<file path="config.mk">
export PLATFORM = sky130hd
export DESIGN_NAME = rgb_pair_to_ycbcr422
export DESIGN_NICKNAME = d
export VERILOG_FILES = /design/src/rtl/core/rgbycc_pkg.sv /design/src/rtl/core/rgb_pair_to_ycbcr422.sv
export SDC_FILE = /design/constraint.sdc
export NUM_CORES = 2
export LEC_CHECK = 0
export BUFFER_PORTS_ARGS = -buffer_cell sky130_fd_sc_hd__buf_2
export CORE_UTILIZATION = 67
export DETAILED_ROUTE_END_ITERATION = 8
export GPL_TIMING_DRIVEN = 0
export PLACE_DENSITY = 0.83
export SYNTH_ARGS = -nofsm -noshare
export SYNTH_HDL_FRONTEND = slang
export SYNTH_SLANG_ARGS = --single-unit
</file>
<file path="constraint.sdc">
create_clock -name i_clk -period 9.8 [get_ports i_clk]
set_input_delay 0.98 -clock i_clk [delete_from_list [all_inputs] [get_ports i_clk]]
set_output_delay 0.98 -clock i_clk [all_outputs]
set_load 0.02 [all_outputs]
</file>
<file path="src/rtl/core/rgbycc_pkg.sv">
`timescale 1ns / 1ps
// ----------------------------------------------------------------------------
// rgbycc_pkg
// Constants and types for the RGB pair to YCbCr 4:2:2 converter.
// ----------------------------------------------------------------------------
package rgbycc_pkg;

    localparam int unsigned PIX_W  = 8;
    localparam int unsigned COEF_W = 16;
    localparam int unsigned ACC_W  = 24;
    localparam int unsigned FRAC_W = 16;

    // BT.601 studio-range coefficients, unsigned Q0.16
    localparam logic [COEF_W-1:0] COEF_Y_R  = 16'd16843;
    localparam logic [COEF_W-1:0] COEF_Y_G  = 16'd33030;
    localparam logic [COEF_W-1:0] COEF_Y_B  = 16'd6423;
    localparam logic [COEF_W-1:0] COEF_CR_R = 16'd28770;
    localparam logic [COEF_W-1:0] COEF_CR_G = 16'd24117;
    localparam logic [COEF_W-1:0] COEF_CR_B = 16'd4653;
    localparam logic [COEF_W-1:0] COEF_CB_R = 16'd9699;
    localparam logic [COEF_W-1:0] COEF_CB_G = 16'd19071;
    localparam logic [COEF_W-1:0] COEF_CB_B = 16'd28770;

    localparam logic [ACC_W-1:0] OFFS_Y = 24'd16 << FRAC_W;
    localparam logic [ACC_W-1:0] OFFS_C = 24'd128 << FRAC_W;

    typedef struct packed {
        logic [PIX_W-1:0] blue;
        logic [PIX_W-1:0] green;
        logic [PIX_W-1:0] red;
    } t_rgb;

    typedef struct packed {
        logic [PIX_W-1:0] cb;
        logic [PIX_W-1:0] cr;
        logic [PIX_W-1:0] y;
    } t_ycc;

endpackage

</file>
<file path="src/rtl/core/rgb_pair_to_ycbcr422.sv">
`timescale 1ns / 1ps
// ----------------------------------------------------------------------------
// rgb_pair_to_ycbcr422
// Converts two adjacent RGB pixels into one BT.601 4:2:2 YCbCr word.
// ----------------------------------------------------------------------------
// Usage:
//   Slave stream s_axis carries one pixel pair per transfer: R0, G0, B0,
//   R1, G1, B1 from the lowest byte up, with tlast marking the last pair of
//   a frame. Master stream m_axis returns Y0, Cr, Y1, Cb from the lowest
//   byte up, with tlast copied from the input pair.
//   The datapath is two register stages: an input register and a result
//   register, with the per-pixel multiply-accumulate, the chroma average and
//   the clamp as one combinational pass between them.
//   An accepted pair is taken into the input register, then into the result
//   register, which drives m_axis_tvalid.
//   Throughput is one pair per clock while m_axis_tready is high; each
//   stage advances whenever the stage ahead is empty or moving.
//   Bubbles are squeezed out and up to two pairs are held while
//   m_axis_tready is low; s_axis_tready drops only once both stages are full.
//   Synchronous active-low reset empties the pipeline; no output is shown
//   until a new pair has been accepted.
// ----------------------------------------------------------------------------
module rgb_pair_to_ycbcr422 (
    input  logic        i_clk,
    input  logic        i_rst_n,
    input  logic        s_axis_tvalid,
    output logic        s_axis_tready,
    // [7:0] red_first, [15:8] green_first, [23:16] blue_first,
    // [31:24] red_second, [39:32] green_second, [47:40] blue_second
    input  logic [47:0] s_axis_tdata,
    input  logic        s_axis_tlast,   // pair_is_last
    output logic        m_axis_tvalid,
    input  logic        m_axis_tready,
    // [7:0] luma_first, [15:8] chroma_red, [23:16] luma_second,
    // [31:24] chroma_blue
    output logic [31:0] m_axis_tdata,
    output logic        m_axis_tlast    // out_is_last
);

    localparam int unsigned PW = rgbycc_pkg::PIX_W;
    localparam int unsigned AW = rgbycc_pkg::ACC_W;
    localparam int unsigned FW = rgbycc_pkg::FRAC_W;

    // stage enables
    logic en_o;
    logic en_a;

    // input register
    logic              r_va;
    rgbycc_pkg::t_rgb  r_pix0;
    rgbycc_pkg::t_rgb  r_pix1;
    logic              r_last_a;

    // result register
    logic              r_vo;
    logic [PW-1:0]     r_y0;
    logic [PW-1:0]     r_y1;
    logic [PW-1:0]     r_cr;
    logic [PW-1:0]     r_cb;
    logic              r_last_o;

    rgbycc_pkg::t_ycc  n_ycc0;
    rgbycc_pkg::t_ycc  n_ycc1;
    logic [PW-1:0]     n_cr;
    logic [PW-1:0]     n_cb;

    assign en_o          = !r_vo || m_axis_tready;
    assign en_a          = !r_va || en_o;
    assign s_axis_tready = en_a;

    function automatic logic [PW-1:0] sat8(input logic [AW-FW-1:0] v);
        logic [PW-1:0] res;
        res = (v > (AW-FW)'(255)) ? PW'(255) : v[PW-1:0];
        return res;
    endfunction

    function automatic rgbycc_pkg::t_ycc convert(input rgbycc_pkg::t_rgb p);
        logic [AW-1:0]    acc_y;
        logic [AW-1:0]    acc_cr;
        logic [AW-1:0]    acc_cb;
        rgbycc_pkg::t_ycc res;
        // positive terms first; the sums never go negative for 8-bit inputs
        acc_y  = rgbycc_pkg::OFFS_Y
               + AW'(rgbycc_pkg::COEF_Y_R) * AW'(p.red)
               + AW'(rgbycc_pkg::COEF_Y_G) * AW'(p.green)
               + AW'(rgbycc_pkg::COEF_Y_B) * AW'(p.blue);
        acc_cr = rgbycc_pkg::OFFS_C
               + AW'(rgbycc_pkg::COEF_CR_R) * AW'(p.red)
               - AW'(rgbycc_pkg::COEF_CR_G) * AW'(p.green)
               - AW'(rgbycc_pkg::COEF_CR_B) * AW'(p.blue);
        acc_cb = rgbycc_pkg::OFFS_C
               + AW'(rgbycc_pkg::COEF_CB_B) * AW'(p.blue)
               - AW'(rgbycc_pkg::COEF_CB_R) * AW'(p.red)
               - AW'(rgbycc_pkg::COEF_CB_G) * AW'(p.green);
        res.y  = sat8(acc_y[AW-1:FW]);
        res.cr = acc_cr[FW+PW-1:FW];
        res.cb = acc_cb[FW+PW-1:FW];
        return res;
    endfunction

    always_comb begin
        logic [PW:0] sum_cr;
        logic [PW:0] sum_cb;
        n_ycc0 = convert(r_pix0);
        n_ycc1 = convert(r_pix1);
        sum_cr = {1'b0, n_ycc0.cr} + {1'b0, n_ycc1.cr};
        sum_cb = {1'b0, n_ycc0.cb} + {1'b0, n_ycc1.cb};
        n_cr   = sat8((AW-FW)'(sum_cr >> 1));
        n_cb   = sat8((AW-FW)'(sum_cb >> 1));
    end

    always_ff @(posedge i_clk) begin
        if (!i_rst_n) begin
            r_va <= 1'b0;
            r_vo <= 1'b0;
        end else begin
            if (en_a) begin
                r_va <= s_axis_tvalid;
            end
            if (en_o) begin
                r_vo <= r_va;
            end
        end
    end

    always_ff @(posedge i_clk) begin
        if (en_a) begin
            r_pix0   <= s_axis_tdata[3*PW-1:0];
            r_pix1   <= s_axis_tdata[6*PW-1:3*PW];
            r_last_a <= s_axis_tlast;
        end
        if (en_o) begin
            r_y0     <= n_ycc0.y;
            r_y1     <= n_ycc1.y;
            r_cr     <= n_cr;
            r_cb     <= n_cb;
            r_last_o <= r_last_a;
        end
    end

    assign m_axis_tvalid = r_vo;
    assign m_axis_tdata  = {r_cb, r_y1, r_cr, r_y0};
    assign m_axis_tlast  = r_last_o;

endmodule

</file>
==> out/metrics.cfg <==
[clock_tree]
clkSinkCount=84
cts-resized-gates=0
cts_root_buf=clkbuf_16
cts_tree=built
cts_buffers=9
clockBufferDepth=2
postCtsHoldBufs=0
htreeDepth=3
clock_latency_ps=410
post_cts_buffers=0
path_clk_slew_ps=70

[synthesis]
synth_edf_count=82
synth_nets=4926
syn_inst=3383
synthDominantCellAreaShare_pct=36.8
syn_avg_cell_area_um2=10.4
yosysMostFrequentCell=inv_1
ys_warn_count=0
synth_flop_cell=edfxtp_1
synth-async-reset-ratio_pct=0
yosysTopAreaCell=fa_1
synth.distinct_cells=70
ys_seq_elements=84
yosysSeqAreaShare_pct=7.14
synthesis.area_um2=35100
synthTopCellsByCount=983 x inv_1, 846 x ha_1, 644 x fa_1
synth.area.top_cells=fa_1 37%, ha_1 30%, inv_1 11%, edfxtp_1 7.0%, xnor2_1 2.4%

[run]
max-cap-violations=0

[drt]
detail_route.vias_per_cell=5.85
drt-total-wl_um=91500
ant_nets=0
drc_errors=0
first_iter_violations=1892
wire_per_inst_um=21.9
dr.pass1.iters=5
routed-via-count=24428

[worst_setup_path]
crit_path_max_incr_delay_ps=1020
path_class=reg2reg
cpMostUsedCell=ha_1
crit_required_ps=9940
end_kind=flop
worstPathMaxFanout=11
slowest_stage=edfxtp_1
worst_ep_arrival_time_ps=9520
cp-start-kind=flop

[layout]
final_cells=4179
fin_area_um2=36800
nets=5036
fillers=3694
synthToLayoutAreaGrowth_pct=4.90
final_util_pct=71.4
drive_gt1_share_pct=4.35

[sta]
maxSlewHeadroom_pct=9.47
timing.final.crit_share_pct=95.7
skew_ps=31.5
fmax_mhz=107
tightest_slew_ps=1360
hold_violations=0
finalCriticalPeriod_ps=9380
rsz0062_at_grt=false
setup_tns_ps=0
finalSetupViolCount=0
slew_violations=0

[floorplan]
dieArea_um2=53200
initial_core_util_pct=68.1
die_h_um=231
fp-row-count=83
core_area_um2=51500
io_pins=88
die_x_um=231

[placement]
place_congestion=1.04
dp.final_hpwl_um=78600
placed_area_um2=36400
port_buffers=87
dp.cells=4152

[hold_path]
hold_class=reg2reg

[global_route]
antenna_found_initial=2
grt_max_degree=28
grt_pass1_vias=26543
grt_overflow=0
grt_pass1_wl_um=143000
grt_use_total_pct=36.2

[outcome]
status=finished clean

==> area by class of cell <==
cell class / instances / area, µm² / area share [%]
well taps: 680 / 851 / 2.31
multi-input cells: 2315 / 28900 / 78.5
clock buffers: 9 / 225 / 0.612
inverters: 983 / 3690 / 10.0
clock inverters: 7 / 57.6 / 0.157
flip-flops and latches: 84 / 2500 / 6.81
plain buffers: 1 / 3.75 / 0.0102
diodes: 1 / 2.50 / 0.00681
repair buffers: 99 / 578 / 1.57
==> cell usage in the layout, fill, tap and decap left out, drive strengths merged, types with 11 or more instances in the layout <==
cell type and count:
o21ai 50, and3 19, o21bai 18, nor2b 15, nor2 61, xnor2 99, nand2b 19, a211oi 12
or2 14, a211o 11, xor2 47, ha 846, edfxtp 82, inv 987, nor3 26, buf 99
a31oi 18, o211ai 19, nand3 44, a21oi 119, o21a 29, nand2 65, a21o 46, fa 644
==> critical path, delay by kind of cell (launching register included) <==
family,cells,cell delay [ps]
AOI/OAI and AO/OA,8,2320
xor gates and xnor gates,3,350
adders and majority gates,11,4600
buffers and inverters,3,160
DFF,1,1020
and+or+nand+nor,5,670
==> stage by stage <==
stage / hold slack, ps / worst slack, ps
floorplan: 400 / 1830
global placement: 404 / 493
detailed placement: 439 / 414
CTS: 463 / 349
global route: 459 / 13.3
finish: 456 / 420
==> cells by family (layout without fill, tap and decap cells) <==
logic type | after synthesis | after routing | share of synthesized area (%)
AND/OR/NAND/NOR | 299 | 299 | 4.30
buffers and inverters | 984 | 1099 | 10.5
flip-flops | 84 | 84 | 7.14
AO/OA/AOI/OAI | 379 | 379 | 7.35
XOR/XNOR | 146 | 146 | 3.67
multiplexers | 1 | 1 | 0.0286
other | 0 | 1 | 0
adder cells (fa/ha/maj) | 1490 | 1490 | 67.0
==> path summary, 6_finish.rpt <==
kind / start / end / slack [ps] / cells after the start
max: r_pix0[22]$_DFFE_PP_ / r_cb[6]$_DFFE_PP_ / 420 / 30
min: r_last_a$_DFFE_PP_ / m_axis_tlast$_DFFE_PP_ / 460 / 0
max reg2reg: r_pix0[22]$_DFFE_PP_ / r_cb[6]$_DFFE_PP_ / 420 / 30
min reg2reg: r_last_a$_DFFE_PP_ / m_axis_tlast$_DFFE_PP_ / 460 / 0
==> sequential cells by signal, summed over array words and instances (netlist names), 8 cells and up <==
signal	flops
r_pix0	24
r_pix1	24
r_cb	8
r_cr	8
r_y0	8
r_y1	8
==> metal layers <==
layer	track usage [%]	vias to the layer above	part of all wire [%]
met1	47.4	12063	39
met5	0.827	-	0.079
met3	8.99	265	10
met2	57.0	1116	45
met4	15.7	4	4.6
li1	-	10980	-
Power is not shown: default switching activity piles up to over one toggle a cycle in this logic, so the estimate is an artifact.
